===== config.mk =====
export PLATFORM = sky130hd
export DESIGN_NAME = packet_bitmap_engine
export DESIGN_NICKNAME = d
export VERILOG_FILES = /design/src/rtl/pbe_pkg.sv /design/src/rtl/packet_bitmap_engine.sv /design/src/rtl/pbe_ram.sv
export VERILOG_INCLUDE_DIRS = /design/src /design/src/rtl
export SDC_FILE = /design/constraint.sdc
export NUM_CORES = 1
export LEC_CHECK = 0
export ABC_AREA = 1
export BUFFER_PORTS_ARGS = -buffer_cell sky130_fd_sc_hd__buf_2
export CORE_MARGIN = 5
export CORE_UTILIZATION = 35
export CTS_CLUSTER_DIAMETER = 60
export DETAILED_ROUTE_END_ITERATION = 7
export GPL_ROUTABILITY_DRIVEN = 0
export PLACE_DENSITY_LB_ADDON = 0.25
export SLEW_MARGIN = 0
export SYNTH_ARGS = -nofsm -noshare
export SYNTH_HDL_FRONTEND = slang
export SYNTH_SLANG_ARGS = --single-unit

===== constraint.sdc =====
create_clock -name clk_i -period 9.85 [get_ports clk_i]
set_input_delay 0.985 -clock clk_i [delete_from_list [all_inputs] [get_ports clk_i]]
set_output_delay 0.985 -clock clk_i [all_outputs]
set_load 0.01 [all_outputs]

===== src/rtl/packet_bitmap_engine_assert.svh =====
// Assertion macros for the packet bitmap engine.
// Both use clk_i and rst_ni of the module that includes this file.
`ifndef PACKET_BITMAP_ENGINE_ASSERT_SVH
`define PACKET_BITMAP_ENGINE_ASSERT_SVH

// Check a property at every clock edge outside reset.
`define PBE_ASSERT(lbl, prop, msg) \
  lbl: assert property (@(posedge clk_i) disable iff (!rst_ni) (prop)) else $error(msg);

// Check that cons holds in the cycle after ante.
`define PBE_ASSERT_NEXT(lbl, ante, cons, msg) \
  lbl: assert property (@(posedge clk_i) disable iff (!rst_ni) (ante) |=> (cons)) \
    else $error(msg);

`endif


===== src/rtl/pbe_pkg.sv =====
`default_nettype none

package pbe_pkg;

  localparam int unsigned DEF_LAST_BYTE = 63;
  localparam int unsigned WIN_MAX       = 16;

  localparam logic [2:0] OP_COUNT = 3'd0;
  localparam logic [2:0] OP_TEST  = 3'd1;
  localparam logic [2:0] OP_CLR   = 3'd2;
  localparam logic [2:0] OP_SET   = 3'd3;
  localparam logic [2:0] OP_FILL  = 3'd4;
  localparam logic [2:0] OP_WIN   = 3'd5;

  localparam logic [1:0] ST_CLEAR = 2'd0;
  localparam logic [1:0] ST_SET   = 2'd1;
  localparam logic [1:0] ST_OVF   = 2'd2;

  function automatic logic [3:0] pop8(input logic [7:0] b);
    logic [3:0] n;
    n = '0;
    for (int i = 0; i < 8; i++) begin
      n = n + {3'b000, b[i]};
    end
    return n;
  endfunction

endpackage

`default_nettype wire


===== src/rtl/packet_bitmap_engine.sv =====
// Channel   Dir  Width  Contents
// s_axis    in   40     opcode[2:0], bit_index[18:3], bit_count[34:19]
// m_axis    out  24     status[1:0], value[17:2]
//
// After reset a clearing pass writes zero to all LAST_BYTE+1 bytes, one byte a cycle,
// with s_axis_tready low. Count ones makes one RAM read per byte into a shared popcount
// adder; prefix fill writes 0xFF below byte_index, then the partial byte; test, clear
// and set read one byte, a window read three, and an index overflow, a rejected window
// or an unused opcode goes straight to S_OUT. A finished word waits in the output register
// while the next request is taken; a result that finds it full holds until m_axis_tready.
`default_nettype none

module packet_bitmap_engine #(
  parameter int unsigned LAST_BYTE = pbe_pkg::DEF_LAST_BYTE
) (
  input  logic        clk_i,
  input  logic        rst_ni,
  input  logic        s_axis_tvalid,
  output logic        s_axis_tready,
  input  logic [39:0] s_axis_tdata,   // opcode, bit_index, bit_count
  output logic        m_axis_tvalid,
  input  logic        m_axis_tready,
  output logic [23:0] m_axis_tdata    // status, value
);

  import pbe_pkg::*;

`include "packet_bitmap_engine_assert.svh"

  localparam int unsigned MAP_BYTES = LAST_BYTE + 1;
  localparam int unsigned AW        = $clog2(MAP_BYTES);
  localparam int unsigned KW        = $clog2(MAP_BYTES + 1);
  localparam int unsigned SW        = KW + 1;

  localparam logic [AW-1:0] LAST_ADDR = AW'(LAST_BYTE);
  localparam logic [KW-1:0] MAP_CNT   = KW'(MAP_BYTES);
  localparam logic [KW-1:0] WIN_READS = KW'(3);

  localparam logic [2:0] S_CLR  = 3'd0;
  localparam logic [2:0] S_IDLE = 3'd1;
  localparam logic [2:0] S_RD   = 3'd2;
  localparam logic [2:0] S_FILL = 3'd3;
  localparam logic [2:0] S_OUT  = 3'd4;

  logic [2:0]    state_q, state_d;
  logic [2:0]    op_q, op_d;
  logic [15:0]   idx_q, idx_d;
  logic [15:0]   cnt_q, cnt_d;
  logic [AW-1:0] base_q, base_d;
  logic [AW-1:0] lim_q, lim_d;
  logic [KW-1:0] n_q, n_d;
  logic [KW-1:0] k_q, k_d;
  logic          pend_q, pend_d;
  logic [15:0]   acc_q, acc_d;
  logic [23:0]   win_q, win_d;
  logic [1:0]    r_status_q, r_status_d;
  logic [15:0]   r_value_q, r_value_d;
  logic          out_valid_q;
  logic [1:0]    out_status_q;
  logic [15:0]   out_value_q;
  logic          ld_out;

  logic          mem_we;
  logic [AW-1:0] mem_waddr;
  logic [7:0]    mem_wdata;
  logic          mem_re;
  logic [AW-1:0] mem_raddr;
  logic [7:0]    mem_rdata;

  logic [2:0]    in_op;
  logic [15:0]   in_idx;
  logic [15:0]   in_cnt;
  logic [12:0]   in_byte;
  logic          in_ovf;
  logic [16:0]   in_last;
  logic [13:0]   in_lastb;
  logic          win_bad;
  logic [16:0]   nb_sum;
  logic [13:0]   nb_raw;
  logic [KW-1:0] nb_sat;

  logic [SW-1:0] rd_sum;
  logic [7:0]    bit_mask;
  logic [7:0]    fill_mask;
  logic [23:0]   win_shift;
  logic [15:0]   win_mask;

  assign in_op    = s_axis_tdata[2:0];
  assign in_idx   = s_axis_tdata[18:3];
  assign in_cnt   = s_axis_tdata[34:19];
  assign in_byte  = in_idx[15:3];
  assign in_ovf   = in_byte > 13'(LAST_BYTE);
  assign in_last  = {1'b0, in_idx} + {1'b0, in_cnt} - 17'd1;
  assign in_lastb = in_last[16:3];
  assign win_bad  = (in_cnt == 16'd0) || (in_cnt > 16'(WIN_MAX)) || in_ovf ||
                    (in_lastb > 14'(LAST_BYTE));
  assign nb_sum   = {1'b0, in_cnt} + 17'd7;
  assign nb_raw   = nb_sum[16:3];
  assign nb_sat   = (nb_raw > 14'(MAP_BYTES)) ? MAP_CNT : KW'(nb_raw);

  assign rd_sum    = SW'(base_q) + SW'(k_q);
  assign mem_raddr = (rd_sum > SW'(lim_q)) ? lim_q : rd_sum[AW-1:0];
  assign bit_mask  = 8'd1 << idx_q[2:0];
  assign fill_mask = bit_mask - 8'd1;
  assign win_shift = win_q >> idx_q[2:0];
  assign win_mask  = cnt_q[4] ? 16'hFFFF : 16'((17'd1 << cnt_q[3:0]) - 17'd1);

  assign s_axis_tready = (state_q == S_IDLE);

  always_comb begin
    state_d    = state_q;
    op_d       = op_q;
    idx_d      = idx_q;
    cnt_d      = cnt_q;
    base_d     = base_q;
    lim_d      = lim_q;
    n_d        = n_q;
    k_d        = k_q;
    pend_d     = pend_q;
    acc_d      = acc_q;
    win_d      = win_q;
    r_status_d = r_status_q;
    r_value_d  = r_value_q;
    mem_we     = 1'b0;
    mem_waddr  = k_q[AW-1:0];
    mem_wdata  = 8'h00;
    mem_re     = 1'b0;
    ld_out     = 1'b0;
    case (state_q)
      S_CLR: begin
        mem_we = 1'b1;
        if (k_q == KW'(LAST_BYTE)) begin
          k_d     = '0;
          state_d = S_IDLE;
        end else begin
          k_d = k_q + KW'(1);
        end
      end
      S_IDLE: begin
        if (s_axis_tvalid) begin
          op_d       = in_op;
          idx_d      = in_idx;
          cnt_d      = in_cnt;
          k_d        = '0;
          pend_d     = 1'b0;
          acc_d      = '0;
          r_status_d = ST_CLEAR;
          r_value_d  = '0;
          case (in_op)
            OP_COUNT: begin
              base_d  = '0;
              lim_d   = LAST_ADDR;
              n_d     = nb_sat;
              state_d = S_RD;
            end
            OP_TEST, OP_CLR, OP_SET: begin
              if (in_ovf) begin
                r_status_d = ST_OVF;
                state_d    = S_OUT;
              end else begin
                base_d  = AW'(in_byte);
                lim_d   = AW'(in_byte);
                n_d     = KW'(1);
                state_d = S_RD;
              end
            end
            OP_FILL: begin
              if (in_ovf) begin
                r_status_d = ST_OVF;
                state_d    = S_OUT;
              end else begin
                base_d  = AW'(in_byte);
                state_d = S_FILL;
              end
            end
            OP_WIN: begin
              if (win_bad) begin
                state_d = S_OUT;
              end else begin
                base_d  = AW'(in_byte);
                lim_d   = AW'(in_lastb);
                n_d     = WIN_READS;
                state_d = S_RD;
              end
            end
            default: begin
              state_d = S_OUT;
            end
          endcase
        end
      end
      S_RD: begin
        mem_re = (k_q < n_q);
        pend_d = mem_re;
        if (mem_re) begin
          k_d = k_q + KW'(1);
        end
        if (pend_q) begin
          if (op_q == OP_COUNT) begin
            acc_d = acc_q + 16'(pop8(mem_rdata));
          end else begin
            win_d = {mem_rdata, win_q[23:8]};
          end
        end
        if (!mem_re && !pend_q) begin
          state_d = S_OUT;
          case (op_q)
            OP_COUNT: r_value_d = acc_q;
            OP_TEST:  r_status_d = mem_rdata[idx_q[2:0]] ? ST_SET : ST_CLEAR;
            OP_CLR: begin
              mem_we     = 1'b1;
              mem_waddr  = base_q;
              mem_wdata  = mem_rdata & ~bit_mask;
              r_status_d = ST_CLEAR;
            end
            OP_SET: begin
              mem_we     = 1'b1;
              mem_waddr  = base_q;
              mem_wdata  = mem_rdata | bit_mask;
              r_status_d = ST_SET;
            end
            OP_WIN:   r_value_d = win_shift[15:0] & win_mask;
            default:  r_value_d = '0;
          endcase
        end
      end
      S_FILL: begin
        mem_we = 1'b1;
        if (k_q == KW'(base_q)) begin
          mem_wdata = fill_mask;
          r_value_d = idx_q;
          state_d   = S_OUT;
        end else begin
          mem_wdata = 8'hFF;
          k_d       = k_q + KW'(1);
        end
      end
      S_OUT: begin
        if (!out_valid_q || m_axis_tready) begin
          ld_out  = 1'b1;
          state_d = S_IDLE;
        end
      end
      default: begin
        state_d = S_IDLE;
      end
    endcase
  end

  always_ff @(posedge clk_i or negedge rst_ni) begin
    if (!rst_ni) begin
      state_q     <= S_CLR;
      k_q         <= '0;
      pend_q      <= 1'b0;
      out_valid_q <= 1'b0;
    end else begin
      state_q <= state_d;
      k_q     <= k_d;
      pend_q  <= pend_d;
      if (ld_out) begin
        out_valid_q <= 1'b1;
      end else if (m_axis_tready) begin
        out_valid_q <= 1'b0;
      end
    end
  end

  always_ff @(posedge clk_i) begin
    op_q       <= op_d;
    idx_q      <= idx_d;
    cnt_q      <= cnt_d;
    base_q     <= base_d;
    lim_q      <= lim_d;
    n_q        <= n_d;
    acc_q      <= acc_d;
    win_q      <= win_d;
    r_status_q <= r_status_d;
    r_value_q  <= r_value_d;
    if (ld_out) begin
      out_status_q <= r_status_q;
      out_value_q  <= r_value_q;
    end
  end

  pbe_ram #(
    .DEPTH (MAP_BYTES),
    .AW    (AW)
  ) u_ram (
    .clk_i   (clk_i),
    .we_i    (mem_we),
    .waddr_i (mem_waddr),
    .wdata_i (mem_wdata),
    .re_i    (mem_re),
    .raddr_i (mem_raddr),
    .rdata_o (mem_rdata)
  );

  assign m_axis_tvalid = out_valid_q;
  assign m_axis_tdata  = {6'b000000, out_value_q, out_status_q};

  `PBE_ASSERT_NEXT(a_accept_busy, s_axis_tvalid && s_axis_tready, state_q != S_IDLE,
    "accepted word did not start work")
  `PBE_ASSERT(a_we_busy, mem_we |-> (state_q != S_IDLE && state_q != S_OUT),
    "bitmap write outside a working state")
  `PBE_ASSERT(a_k_range, k_q <= MAP_CNT, "byte counter past map size")
  `PBE_ASSERT(a_pend_rd, pend_q |-> (state_q == S_RD), "read pending outside read loop")
  `PBE_ASSERT_NEXT(a_load_out, state_q == S_OUT && (!out_valid_q || m_axis_tready),
    m_axis_tvalid, "finished result not presented")

endmodule

`default_nettype wire


===== src/rtl/pbe_ram.sv =====
`default_nettype none

module pbe_ram #(
  parameter int unsigned DEPTH = pbe_pkg::DEF_LAST_BYTE + 1,
  parameter int unsigned AW    = $clog2(DEPTH)
) (
  input  logic          clk_i,
  input  logic          we_i,
  input  logic [AW-1:0] waddr_i,
  input  logic [7:0]    wdata_i,
  input  logic          re_i,
  input  logic [AW-1:0] raddr_i,
  output logic [7:0]    rdata_o
);

  logic [7:0] mem [DEPTH];
  logic [7:0] rdata_q;

  always_ff @(posedge clk_i) begin
    if (we_i) begin
      mem[waddr_i] <= wdata_i;
    end
  end

  // hold read data until the next read
  always_ff @(posedge clk_i) begin
    if (re_i) begin
      rdata_q <= mem[raddr_i];
    end
  end

  assign rdata_o = rdata_q;

endmodule

`default_nettype wire


Word level (Yosys, flattened, before mapping)

Memories as Yosys holds them, arrays and structs flattened. A register that Yosys moved wholly into a read port is not among the register bits.
Index checks and enable logic that the tools add are counted.

Output and inout port bits: 26
Bits in registers: 131
Memories: 1
Input port bits: 44
Logic and storage cells: 171
Bits in writable memories: 512

Bitwise gates (word level): 5
Shift-type cells: 3
Order comparisons: 7
Equality and inequality tests: 29
Add/sub/neg operators: 15
Multiplexer cells: 62
Reductions and logical operators: 33

Memory list:

| memory    | depth | bits a word | rd ports | clocked after Yosys merged registers in | write ports | RTL line      | text |
|---|---|---|---|---|---|---|---|
| u_ram.mem | 64    | 8           | 1        | 1                                       | 1           | pbe_ram.sv:16 | `logic [7:0] mem [DEPTH];` |

Operators with widths:

| operator              | count |
|---|---|
| $mux 16               | 6 |
| $pmux 16 s3           | 2 |
| $mux 7                | 7 |
| $mux 6                | 7 |
| $pmux 6 s3            | 2 |
| $pmux 16 s2           | 1 |
| $pmux 8 s2            | 2 |
| $pmux 7 s4            | 1 |
| $ne 2x2->1 const B    | 13 |
| $mux 3                | 8 |
| $shr 24x3->16         | 1 |
| $pmux 7 s3            | 1 |
| $reduce_and 5->1      | 4 |
| $eq 3x2->1 const B    | 6 |
| $add 16x16->17        | 1 |
| $add 16x3->17 const B | 1 |
| $sub 17x1->17 const B | 1 |
| $add 16x4->16         | 1 |
| $add 4x1->4           | 4 |
| $and 16x16->16        | 1 |
| $gt 16x5->1 const B   | 1 |
| $logic_not 16->1      | 1 |
| $mux 8                | 2 |
| $shl 1x4->16 const A  | 1 |
| other kinds (44)      | 79 |

Depth between registers and ports, before layout

Gate-level depths: netlist of the first run.

Word-level depth: 11
Mapped depth: 25
Depth with buffers taken out: 24

Modules after synthesis

From an unflattened synthesis of the first run, not the netlist that was laid out.

Cell total of the unflattened synthesis: 2953
Area total of the unflattened synthesis: 30520.5 µm²

By module, submodules not included:

| module               | cells each | times used | seq. area each (µm²) | area each (µm²) |
|---|---|---|---|---|
| pbe_ram              | 1805       | 1          | 15615.0              | 21419.3 |
| packet_bitmap_engine | 1148       | 1          | 3873.7               | 9101.2 |

Least setup slack after synthesis of the first run

OpenSTA, ideal clock, no wires.

Path kind: reg-to-reg
Start: reg k_q[1]
End: mem u_ram.mem[0][0] (data pin)
Library setup time: 720 ps
Period minus slack after synthesis: 5149 ps
Setup slack: 4701 ps
Path buffers: 1
Data arrival time: 4430 ps
Stages on the path, launching flop included: 11
Data required time: 9130 ps
Cell sequence: dfrtp_1 ha_1 nand3_1 nand2_1 nand4_1 o211ai_2 nand2_2 nor3_4 inv_4 buf_6 o31ai_1

Word-level cells in the longest chain between the ends: 5
Elaborated cells between the ends (all ways): 7
Classes of those cells: 1 x order compare; 1 x eq/ne; 3 x mux; 2 x reduce/logical

Ends and longest elaborated chain:

| what                     | RTL line                    | text |
|---|---|---|
| start: declaration       | packet_bitmap_engine.sv:52  | `logic [KW-1:0] k_q, k_d;` |
| start signal: assignment | packet_bitmap_engine.sv:258 | `k_q <= k_d;` |
| $lt 7x7->1               | packet_bitmap_engine.sv:193 | `mem_re = (k_q < n_q);` |
| $logic_not 1->1          | packet_bitmap_engine.sv:205 | `if (!mem_re && !pend_q) begin` |
| $logic_and 1x1->1        | packet_bitmap_engine.sv:205 |  |
| $mux 8                   | packet_bitmap_engine.sv:205 |  |
| $pmux 8 s2 *             | packet_bitmap_engine.sv:129 | `case (state_q)` |
| named net mem_wdata[0]   | packet_bitmap_engine.sv:65  | `logic [7:0] mem_wdata;` |
| end: declaration         | pbe_ram.sv:16               |  |

Mark *: on every way through the listed nets, which the timed path passes. The rest lies on a longest branch.

Worst setup path after layout of the first run

Start: reg k_q[2]
End: reg u_ram.rdata_q[3] (netlist: u_ram.rdata_o[3]), read port of u_ram.mem (data pin)

Word-level cells in the longest chain between the ends: 3
Elaborated cells between the ends (all ways): 5
Classes of those cells: 1 x add/sub; 2 x order compare; 2 x mux

Ends and longest elaborated chain:

| what             | RTL line                    | text |
|---|---|---|
| $add 6x7->8      | packet_bitmap_engine.sv:101 | `assign rd_sum = SW'(base_q) + SW'(k_q);` |
| $gt 8x6->1       | packet_bitmap_engine.sv:102 | `assign mem_raddr = (rd_sum > SW'(lim_q)) ? lim_q : rd_sum[AW-1:0];` |
| $mux 6           | packet_bitmap_engine.sv:102 |  |
| end: declaration | pbe_ram.sv:17               | `logic [7:0] rdata_q;` |

Several ways; a longest one is shown, not always the timed one.
A chain may end at the register's enable or synchronous reset.

==> impl_results.md, run 1 <==
* Crit Reg-Reg Startpoint: k_q[2]$_DFFE_PN0P_
* Area grow syn2layout at 12.2%
* Period utilization at 0.627
* Worst VDD drop at 0.214 mV
* Setup WS pre-CTS at 3.72 ns
* Crit path max fanout at 118
* Starting Density at 0.353
* Data required, critical path at 10.19 ns
* Initial DRC Count at 2231
* Slew margin rel. at 0.301
* Final HPWL DP at 50800 um
* Fmax at 162 MHz
* Cell Area, Synth at 0.0318 mm^2
* Leakage at 15.1 nW
* Critical path type: reg2reg
* Routed WL at 82900 um
* Startpoint types: flip-flop
* Sequential fraction of the synthesis area at 0.613
* Clk_lat worst skew at 0.63 ns
* Final min period at 6.17 ns
* Reg area at 0.0195 mm^2
* Reg2reg end: u_ram.rdata_o[3]$_DFFE_PP_
* Power density over the cells at 289 mW/mm^2
* Post-synth EDFFs at 639
* TritonRoute pass-1 iters at 6
* Fin nets at 3480
* Final Non-Filler Cells at 4603
* Layout cell share with drive strength beyond 1 at 0.0703
* Clock Path Buffers at 3
* Crit end category: flip-flop
* Crit path max-delay family: simple AND/OR/NAND/NOR gates
* Synth cell types at 61
* Setup WS post-layout at 3.68 ns
* Largest net degree at the start of global routing at 119
* Final setup violation count at 0
* I/O pin count at 70
* WP buf/inv at 1
* Worst Path Arrival at 6.51 ns
* R2R cell count at 21
* Port-buffer cells at 58
* Final TNS setup at 0 ns
* Max-Cap Viols at 0
* DRC violations left at 0
* FF+latch count, synth at 651
* RSZ-0062 raised after global routing: no
* Core box area at 0.0901 mm^2
* Hold Buf Count CTS at 0
* Avg Cell Area, Syn at 9.54 um^2
* Dominant synthesized flop cell: edfxtp_1
* Synthesized netlist cell count at 3335
* TritonCTS Buffers at 74
* Total Die Area at 0.0970 mm^2
* CP Cell Sequence: ha_1 -> a21oi_1 -> nand2_1 -> nand2_1 -> nand2_1 -> nor2_1 -> xor2_1 -> ha_1 -> a21oi_1 -> o21ai_0 -> a21oi_1 -> nand3_1 -> nand2_8 -> buf_4 -> nand2_1 -> nand3_1 -> nand3_1 -> nand3_1 -> nand3_1 -> nand3_1 -> nand2_1
* TritonCTS Sinks at 651
* Slew @ Worst Pin at 1.05 ns
* Antenna violations before repair at 1
* Antenna Nets Post-Route at 0
* Routed len/inst at 18.0 um
* Critical Path Max Stage Delay at 0.94 ns
* # placed instances at 4474
* Die outline width at 312 um
* R2r setup slk at 3.68 ns
* Final Power at 10.3 mW
* Reg clk slew, reported paths at 0.06 ns
* Critical-path top delay cell: nand2_8
* Skew final at 0.0376 ns
* Asr flop ratio synth at 0.0184
* Fill cell count at 8804
* Slew Viols, Final at 0
* Status: complete, no violations
* CTS resizes at 0
* Syn. warnings at 0
* DR vias/cell at 4.86
* Max H-tree Level at 3
* Clock tree root driver cell: clkbuf_16
* Top cell by count, worst path: nand3_1
* Row count at 110
* Total GRT Usage at 0.165
* Die Ht at 312 um
* Worst min path class: in2async
* DR vias at 22400
* Global-route wire length before repair at 126000 um
* Final hold viol count at 0
* Post-CTS Setup Repair Bufs at 0
* CTS tree: done
* Grt ovf at 0
* Number of global-route vias before repair at 21100
* Multi-input logic area at 0.00932 mm^2
metrics by stage:
step | hold slack (ns) | util | instance area (um^2)
2_1_floorplan | 0.400 | - | 31800
3_3_place_gp | 0.403 | 0.371 | 33400
3_5_place_dp | 0.405 | 0.371 | 33400
4_1_cts | 0.236 | 0.396 | 35700
5_1_grt | 0.255 | 0.396 | 35700
6_report | 0.273 | 0.396 | 35700
synth_stat cells (16+ instances only):
cell | count | area, um^2
edfxtp_1 | 639 | 19200
nand3_1 | 605 | 3030
ha_1 | 56 | 701
nor3_1 | 16 | 80.1
nand2_1 | 714 | 2680
nor2_1 | 182 | 683
a21oi_1 | 50 | 250
clkbuf_1 | 51 | 191
buf_1 | 24 | 90.1
inv_1 | 676 | 2540
o21ai_0 | 92 | 460
buf_2 | 52 | 260
worst max path at each step:
stage	startpoint	to	cells after the start
global placement	k_q[2]$_DFFE_PN0P_	u_ram.rdata_o[3]$_DFFE_PP_	21
floorplan	k_q[1]$_DFFE_PN0P_	u_ram.mem[0][0]$_DFFE_PP_	10
finish	k_q[2]$_DFFE_PN0P_	u_ram.rdata_o[3]$_DFFE_PP_	21
CTS	k_q[2]$_DFFE_PN0P_	u_ram.rdata_o[3]$_DFFE_PP_	21
detailed placement	k_q[2]$_DFFE_PN0P_	u_ram.rdata_o[3]$_DFFE_PP_	21
global route	k_q[2]$_DFFE_PN0P_	u_ram.rdata_o[3]$_DFFE_PP_	21
placed cells by master (no fill, tap or decap), types with 8 or more instances in the layout:
cell type  instances
a21oi_1           49
a22o_1            14
buf_2             58
buf_4             33
clkbuf_1          24
clkbuf_16         75
clkinv_1          16
dfrtp_1           12
edfxtp_1         639
ha_1              56
inv_1            676
nand2_1          710
nand3_1          604
nand4_1           12
nor2_1           180
nor3_1            15
o21ai_0           87
o21ai_4            8
o22ai_1           11
xor2_1            11
routing by layer:
metal	up-vias	GRT usage	part of all wire
li1	11000	-	-
met1	10600	0.232	0.46
met2	579	0.267	0.46
met3	123	0.0274	0.059
met4	0	0.0451	0.022
met5	-	0	0
registers in the layout (all words and copies together) (netlist names), 7 cells and up:
register	flops
acc_q	16
idx_q	16
k_q	7
n_q	7
out_value_q	16
r_value_q	16
u_ram.mem	512
u_ram.rdata_o	8
win_q	24
where the power goes:
part | leakage, nW | total (mW) | switching, mW | internal, mW
registers | 6.17 | 3.41 | 0.0856 | 3.32
clock network | 1.09 | 2.61 | 1.12 | 1.49
logic | 7.81 | 4.30 | 3.16 | 1.14
total | 15.1 | 10.3 | 4.36 | 5.96
cell families after synthesis:
family,count (synthesis),synth area share
DFF,651,0.613
AOI/OAI and AO/OA,221,0.0424
muxes,1,0.000315
adders and majority gates,62,0.0258
other,1,0.000118
and+or+nand+nor,1565,0.215
xor gates and xnor gates,12,0.00330
buffers and inverters,822,0.100
cell type report:
cell class,instances,share of cell area
Clock inverter,29,0.00876
Sequential cell,651,0.546
Antenna cell,1,0.0000701
Clock buffer,99,0.0551
Timing Repair Buffer,92,0.0156
Tap cell,1176,0.0412
Inverter,688,0.0724
Multi-Input combinational cell,1867,0.261
Power figures use the tool's default switching activity.
==> run 2: changes to the inputs <==
==> constraint.sdc (replaced) <==
create_clock -name clk_i -period 5.15 [get_ports clk_i]
set_input_delay 0.515 -clock clk_i [delete_from_list [all_inputs] [get_ports clk_i]]
set_output_delay 0.515 -clock clk_i [all_outputs]
set_load 0.01 [all_outputs]
==> impl_results.md, run 2 (synthesis results as in run 1) <==
* DR vias at 22600 (was 22400)
* Routed WL at 84800 um (was 82900 um)
* Reg clk slew, reported paths at 0.06 ns (about the same)
* Crit path max fanout at 41 (was 118)
* Gr busiest metal: met2 (unchanged)
* CTS tree: done (unchanged)
* Placed cell areas at 0.0339 mm^2 (was 0.0334 mm^2)
* Fmax at 213 MHz (was 162 MHz)
* Post-CTS Setup Repair Bufs at 0 (unchanged)
* Hold Buf Count CTS at 1 (was 0)
* Area grow syn2layout at 14.6% (was 12.2%)
* Data required, critical path at 5.63 ns (was 10.19 ns)
* Critical path type: reg2reg (unchanged)
* Antenna Nets Post-Route at 0 (unchanged)
* Startpoint types: flip-flop (unchanged)
* Fin area at 0.0365 mm^2 (was 0.0357 mm^2)
* Power density over the cells at 568 mW/mm^2 (was 289 mW/mm^2)
* Clock Path Buffers at 3 (unchanged)
* Antenna violations before repair at 0 (was 1)
* Max-Cap Viols at 0 (unchanged)
* Period utilization at 0.910 (was 0.627)
* Final Non-Filler Cells at 4658 (was 4603)
* Final TNS setup at 0 ns (unchanged)
* Max H-tree Level at 3 (unchanged)
* Total Die Area at 0.0970 mm^2 (unchanged)
* TritonCTS Sinks at 651 (unchanged)
* Met1 Track Usage GR at 0.234 (was 0.232)
* Layout cell share with drive strength beyond 1 at 0.0868 (was 0.0703)
* Row count at 110 (unchanged)
* Skew final at 0.0439 ns (was 0.0376 ns)
* Final hold viol count at 0 (unchanged)
* Final HPWL DP at 54000 um (was 50800 um)
* Met3 global-route usage at 0.0262 (was 0.0274)
* Total GRT Usage at 0.170 (was 0.165)
* DRC violations left at 0 (unchanged)
* Port-buffer cells at 58 (unchanged)
* Status: complete, no violations (unchanged)
* Max FFs per register at 512 (unchanged)
* Worst VDD drop at 0.644 mV (was 0.214 mV)
* DR vias/cell at 4.85 (was 4.86)
* Slew @ Worst Pin at 1.11 ns (was 1.05 ns)
* Slew margin rel. at 0.255 (was 0.301)
* Largest net degree at the start of global routing at 93 (was 119)
* Commonest cells after routing, fill and taps aside: nand2_1 (710), inv_1 (676), edfxtp_1 (639) (unchanged)
* Clk_lat worst skew at 0.63 ns (about the same)
* WHS at 0.0832 ns (was 0.273 ns)
* Slew Viols, Final at 0 (unchanged)
* Biggest register: u_ram.mem (unchanged)
* Global-route wire length before repair at 129000 um (was 126000 um)
* Biggest regs: u_ram.mem (512), win_q (24) (unchanged)
* Number of global-route vias before repair at 21500 (was 21100)
* Clock tree root driver cell: clkbuf_16 (unchanged)
* Leakage at 15.5 nW (was 15.1 nW)
* Worst Path Arrival at 5.16 ns (was 6.51 ns)
* Worst min path class: in2reg (was in2async)
* Crit end category: flip-flop (unchanged)
* Initial DRC Count at 1816 (was 2231)
* Final min period at 4.69 ns (was 6.17 ns)
* Final Power at 20.7 mW (was 10.3 mW)
* # placed instances at 4512 (was 4474)
* TritonCTS Buffers at 79 (was 74)
* Core box area at 0.0901 mm^2 (unchanged)
* Routed len/inst at 18.2 um (was 18.0 um)
* CTS resizes at 0 (unchanged)
* Die outline width at 312 um (unchanged)
* TritonRoute pass-1 iters at 7 (was 6)
* Die Ht at 312 um (unchanged)
* Final setup violation count at 0 (unchanged)
* Commonest non-fill, non-tap cell in the layout: nand2_1 (unchanged)
* Starting Density at 0.353 (unchanged)
* Grt ovf at 0 (unchanged)
* Fin nets at 3524 (was 3480)
* RSZ-0062 raised after global routing: no (unchanged)
* Met2 Usage GRT at 0.283 (was 0.267)
* I/O pin count at 70 (unchanged)
## run 2: critical path, stage by stage (launching register included)
cell      delay (ns)
dfrtp_1         0.55
ha_1            0.31
nand3_1         0.08
nand2_1         0.09
nand2_1         0.07
nand2_1         0.07
nor2_1          0.12
xor2_1          0.21
ha_1            0.28
a21oi_1         0.17
o21ai_0         0.10
a21oi_1         0.27
nand2_2         0.23
clkinv_1        0.20
nand2_1         0.12
nand2_4         0.51
buf_12          0.32
nand3_1         0.10
nand3_1         0.12
nand3_1         0.13
nand3_1         0.14
nand3_1         0.16
nand2_1         0.15
## run 2: path summary, 6_finish.rpt
check                           depth (start not counted)                         end                    start  slack [ns]
worst min register to register                          0   out_value_q[10]$_DFFE_PP_  r_value_q[10]$_DFFE_PP_        0.42
worst max-delay path                                   22  u_ram.rdata_o[2]$_DFFE_PP_       k_q[1]$_DFFE_PN0P_        0.46
worst max register to register                         22  u_ram.rdata_o[2]$_DFFE_PP_       k_q[1]$_DFFE_PN0P_        0.46
worst min-delay path                                    1         idx_q[15]$_DFFE_PP_         s_axis_tdata[18]        0.08
max in group asynchronous                               2      state_q[2]$_DFFE_PN0P_                   rst_ni        4.55
min in group asynchronous                               2   m_axis_tvalid$_DFFE_PN0P_                   rst_ni        0.35
## run 2: layout make-up
| cell class | instances | area, um^2 |
|---|---|---|
| antenna | 1 | 2.50 |
| clock buffer | 98 | 2100 |
| clock inverter | 46 | 450 |
| fill | 8739 | 53700 |
| inverter | 688 | 2580 |
| multi-input combinational | 1867 | 9320 |
| sequential | 651 | 19500 |
| tap | 1176 | 1470 |
| timing repair buffer | 131 | 1040 |
## run 2: power breakdown
group / leakage (nW) / switching (mW) / internal [mW] / total (mW)
logic: 8.07 / 6.14 / 2.60 / 8.73
registers: 6.17 / 0.155 / 6.35 / 6.51
clock network: 1.24 / 2.27 / 3.19 / 5.46
total: 15.5 / 8.56 / 12.1 / 20.7
## run 2: routing by layer
layer	vias to the layer above	routed length [um]	part of all wire
met2	561	40300	0.47
met4	0	1960	0.023
met3	124	4570	0.054
met1	10800	38000	0.45
li1	11200	-	-
met5	-	0	0
## run 2: metrics by stage
stage,setup WS [ns],utilization
2_1_floorplan,0.000721,-
3_3_place_gp,0.490,0.376
3_5_place_dp,0.482,0.376
4_1_cts,0.450,0.404
5_1_grt,0.0652,0.404
6_report,0.461,0.404
==> run 3: changes to the inputs <==
--- a/config.mk
+++ b/config.mk
@@ -6,7 +6,7 @@
 export SDC_FILE = /design/constraint.sdc
 export NUM_CORES = 1
 export LEC_CHECK = 0
-export ABC_AREA = 1
+export ABC_AREA = 0
 export BUFFER_PORTS_ARGS = -buffer_cell sky130_fd_sc_hd__buf_2
 export CORE_MARGIN = 5
 export CORE_UTILIZATION = 35
@@ -17,4 +17,5 @@
 export SLEW_MARGIN = 0
 export SYNTH_ARGS = -nofsm -noshare
 export SYNTH_HDL_FRONTEND = slang
+export SYNTH_HIERARCHICAL = 1
 export SYNTH_SLANG_ARGS = --single-unit
==> impl_results.md, run 3 <==
* Status: complete, no violations (unchanged)
* Number of global-route vias before repair at 16900 (was 21500)
* Crit end category: flip-flop (unchanged)
* Final min period at 4.98 ns (was 4.69 ns)
* I/O pin count at 70 (unchanged)
* Biggest regs: u_ram/mem (512), win_q (24) (was u_ram.mem (512), win_q (24))
* Largest family of logic cells by synthesized area: multiplexers (was simple AND/OR/NAND/NOR gates)
* Part of the power in combinational logic at 0.357 (was 0.422)
* FF+latch count, synth at 651 (unchanged)
* Commonest non-fill, non-tap cell in the layout: edfxtp_1 (was nand2_1)
* Simple-gate share of the synthesized area at 0.0684 (was 0.215)
* Ant. Diodes at 0 (was 1)
* Max FFs per register at 512 (unchanged)
* DR vias/cell at 5.30 (was 4.85)
* Critical Path Max Stage Delay at 0.57 ns (was 0.55 ns)
* Avg Cell Area, Syn at 15.7 um^2 (was 9.54 um^2)
* Reg clk slew, reported paths at 0.06 ns (about the same)
* TritonCTS Sinks at 651 (unchanged)
* Critical path type: reg2reg (unchanged)
* Switching share of total power at 0.327 (was 0.414)
* Area grow syn2layout at 17.0% (was 14.6%)
* Starting Density at 0.354 (was 0.353)
* Slew Viols, Final at 0 (unchanged)
* Critical-path top delay cell: fa_2 (was dfrtp_1)
* Routed len/inst at 22.5 um (was 18.2 um)
* Crit path max-delay family: compound AO/OA/AOI/OAI gates (was simple AND/OR/NAND/NOR gates)
* Post-synth EDFFs at 639 (unchanged)
* Fmax at 201 MHz (was 213 MHz)
* Startpoint types: flip-flop (unchanged)
* Compound-Gate Fraction of Synth Area at 0.0640 (was 0.0424)
* TritonCTS Buffers at 72 (was 79)
* Final Non-Filler Cells at 3172 (was 4658)
* Antenna Nets Post-Route at 0 (unchanged)
* Sequential power share at 0.366 (was 0.314)
* Final TNS setup at 0 ns (unchanged)
* Synth cell types at 83 (was 61)
* Final hold viol count at 0 (unchanged)
* Final HPWL DP at 47800 um (was 54000 um)
* Slew margin rel. at 0.246 (was 0.255)
* Top cells by area, synth: edfxtp_1 (66%), mux4_2 (9.9%), ha_1 (2.4%) (was edfxtp_1 (60%), nand3_1 (9.5%), nand2_1 (8.4%))
* Port-buffer cells at 58 (unchanged)
* Row count at 105 (was 110)
* Data required, critical path at 5.50 ns (was 5.63 ns)
* Sequential fraction of the synthesis area at 0.669 (was 0.613)
* Die Ht at 298 um (was 312 um)
* Crit path max fanout at 7 (was 41)
* Global-route wire length before repair at 106000 um (was 129000 um)
* Biggest register: u_ram/mem (was u_ram.mem)
* Worst min path class: in2reg (unchanged)
* Dominant synthesized flop cell: edfxtp_1 (unchanged)
* Antenna violations before repair at 0 (unchanged)
* Multiplexer share of the synthesized area at 0.129 (was 0.000315)
* Sw power at 5.98 mW (was 8.56 mW)
* Most frequent cell after synthesis: edfxtp_1 (was nand2_1)
* Skew final at 0.0495 ns (was 0.0439 ns)
* TritonRoute pass-1 iters at 5 (was 7)
* Top cell by count, worst path: o21a_1 (was nand3_1)
* Max H-tree Level at 3 (unchanged)
* Total GRT Usage at 0.155 (was 0.170)
* Asr flop ratio synth at 0.0184 (unchanged)
* Synthesized netlist cell count at 1851 (was 3335)
* CP Cell Sequence: ha_4 -> fa_2 -> ha_1 -> nor2b_1 -> o21a_1 -> o21a_1 -> o21a_1 -> o21a_1 -> o22ai_2 -> nand3b_1 -> buf_4 -> mux2_4 -> mux4_2 -> mux2_2 -> o221a_2 -> nor3_4 -> buf_4 -> o32ai_2 (was ha_1 -> nand3_1 -> nand2_1 -> nand2_1 -> nand2_1 -> nor2_1 -> xor2_1 -> ha_1 -> a21oi_1 -> o21ai_0 -> a21oi_1 -> nand2_2 -> clkinv_1 -> nand2_1 -> nand2_4 -> buf_12 -> nand3_1 -> nand3_1 -> nand3_1 -> nand3_1 -> nand3_1 -> nand2_1)
* Power density over the cells at 537 mW/mm^2 (was 568 mW/mm^2)
* Max-Cap Viols at 0 (unchanged)
* Clock share of power at 0.278 (was 0.264)
* Fin nets at 2150 (was 3524)
* Grt ovf at 0 (unchanged)
* Period utilization at 0.966 (was 0.910)
* Slew @ Worst Pin at 1.13 ns (was 1.11 ns)
* Synth area leader: edfxtp_1 (unchanged)
* Leakage at 11.9 nW (was 15.5 nW)
* DRC violations left at 0 (unchanged)
* CTS tree: done (unchanged)
* DR vias at 16800 (was 22600)
* Commonest cells after routing, fill and taps aside: edfxtp_1 (639), nor2_1 (162), buf_4 (141) (was nand2_1 (710), inv_1 (676), edfxtp_1 (639))
* WHS at 0.145 ns (was 0.0832 ns)
* Worst VDD drop at 0.261 mV (was 0.644 mV)
* Final setup violation count at 0 (unchanged)
* Fill cell count at 7421 (was 8739)
* Reg area at 0.0195 mm^2 (unchanged)
* # placed instances at 3019 (was 4512)
* Syn. warnings at 6 (was 0)
* Layout cell share with drive strength beyond 1 at 0.251 (was 0.0868)
* Routed WL at 71300 um (was 84800 um)
* Clk_lat worst skew at 0.62 ns (was 0.63 ns)
* Die outline width at 298 um (was 312 um)
* Int Pwr at 12.3 mW (was 12.1 mW)
* Post-Synth Adder-Cell Area at 0.0282 (was 0.0258)
* Clock Path Buffers at 3 (unchanged)
* WP buf/inv at 2 (unchanged)
* Core box area at 0.0822 mm^2 (was 0.0901 mm^2)
* Total Die Area at 0.0891 mm^2 (was 0.0970 mm^2)
* Clock tree root driver cell: clkbuf_16 (unchanged)
* Cell Area, Synth at 0.0291 mm^2 (was 0.0318 mm^2)
* Largest net degree at the start of global routing at 65 (was 93)
* Multi-input logic area at 0.00901 mm^2 (was 0.00932 mm^2)
* Synth top cells by count: edfxtp_1 (639), nor2_1 (165), mux4_2 (128), inv_1 (92), a21oi_1 (87) (was nand2_1 (714), inv_1 (676), edfxtp_1 (639), nand3_1 (605), nor2_1 (182))
* Synth top area share at 0.659 (was 0.603)
* Initial DRC Count at 1530 (was 1816)
* Worst Path Arrival at 5.33 ns (was 5.16 ns)
* Synth Area in XOR/XNOR at 0.0105 (was 0.00330)
run 3: changes by cell type after synthesis, moves of 46 or more:
cell and change:
nand2_1 -633, mux4_2 +128, nand3_1 -576, inv_1 -584, o21ai_0 -46, mux2i_1 +48
run 3: cell families after synthesis:
family	Yosys count
compound gates	284
mux	211
simple gates	416
other cells	1
buf+inv	191
flops	651
xor+xnor	35
fa+ha+maj	62
run 3: per-stage QoR:
| step | area [um^2] | util | worst slack, ns | power, mW |
|---|---|---|---|---|
| CTS | 33800 | 0.411 | 0.0593 | 18.1 |
| finish | 34100 | 0.414 | 0.173 | 18.3 |
| floorplan | 29100 | - | 0.639 | 10.9 |
| global placement | 31400 | 0.382 | -0.0389 | 12.9 |
| detailed placement | 31400 | 0.382 | -0.0646 | 13.0 |
| global route | 34100 | 0.414 | -0.0254 | 19.2 |
run 3: area by class of cell:
| class | instances | area share |
|---|---|---|
| clock buffer | 85 | 0.0555 |
| clock inverter | 47 | 0.0135 |
| inverter | 94 | 0.0104 |
| multi-input combinational | 1016 | 0.264 |
| sequential | 651 | 0.572 |
| tap | 1070 | 0.0393 |
| timing repair buffer | 209 | 0.0451 |
run 3: power by group through the flow:
stage	clock network [mW]	registers (mW)	logic [mW]
final	5.08	6.69	6.53
after global routing	5.44	6.72	7.04
after CTS	5.20	6.69	6.25
after detailed placement	0	6.80	6.23
after global placement	0	6.79	6.15
after floorplan	0	6.77	4.13
run 3: timing repair:
item / CTS / global route
hold buffers: 1 / 0
endpoints found under the setup margin: 1 / 8
buffers inserted: 0 / 18
gates resized for setup: 1 / 19
endpoints found under the hold margin: 12 / 0
pin swaps: 0 / 3
gates cloned: 0 / 2
run 3: worst paths after layout:
check                                        start                          to  cells after the start  slack, ns
max                        base_q[0]$_SDFFCE_PN0P_  u_ram/rdata_o[4]$_DFFE_PP_                     18       0.17
min                                s_axis_tdata[5]          idx_q[2]$_DFFE_PP_                      1       0.14
min in group asynchronous                   rst_ni   m_axis_tvalid$_DFFE_PN0P_                      2       0.34
min reg2reg                 r_value_q[0]$_DFFE_PP_    out_value_q[0]$_DFFE_PP_                      0       0.41
max in group asynchronous                   rst_ni          k_q[3]$_DFFE_PN0P_                      2       4.53
max reg2reg                base_q[0]$_SDFFCE_PN0P_  u_ram/rdata_o[4]$_DFFE_PP_                     18       0.17
run 3: metal layers:
layer / wire length [um] / global-route usage
met1: 30000 / 0.205
met4: 1970 / 0.0440
met3: 3530 / 0.0266
met2: 35800 / 0.266
met5: 0 / 0
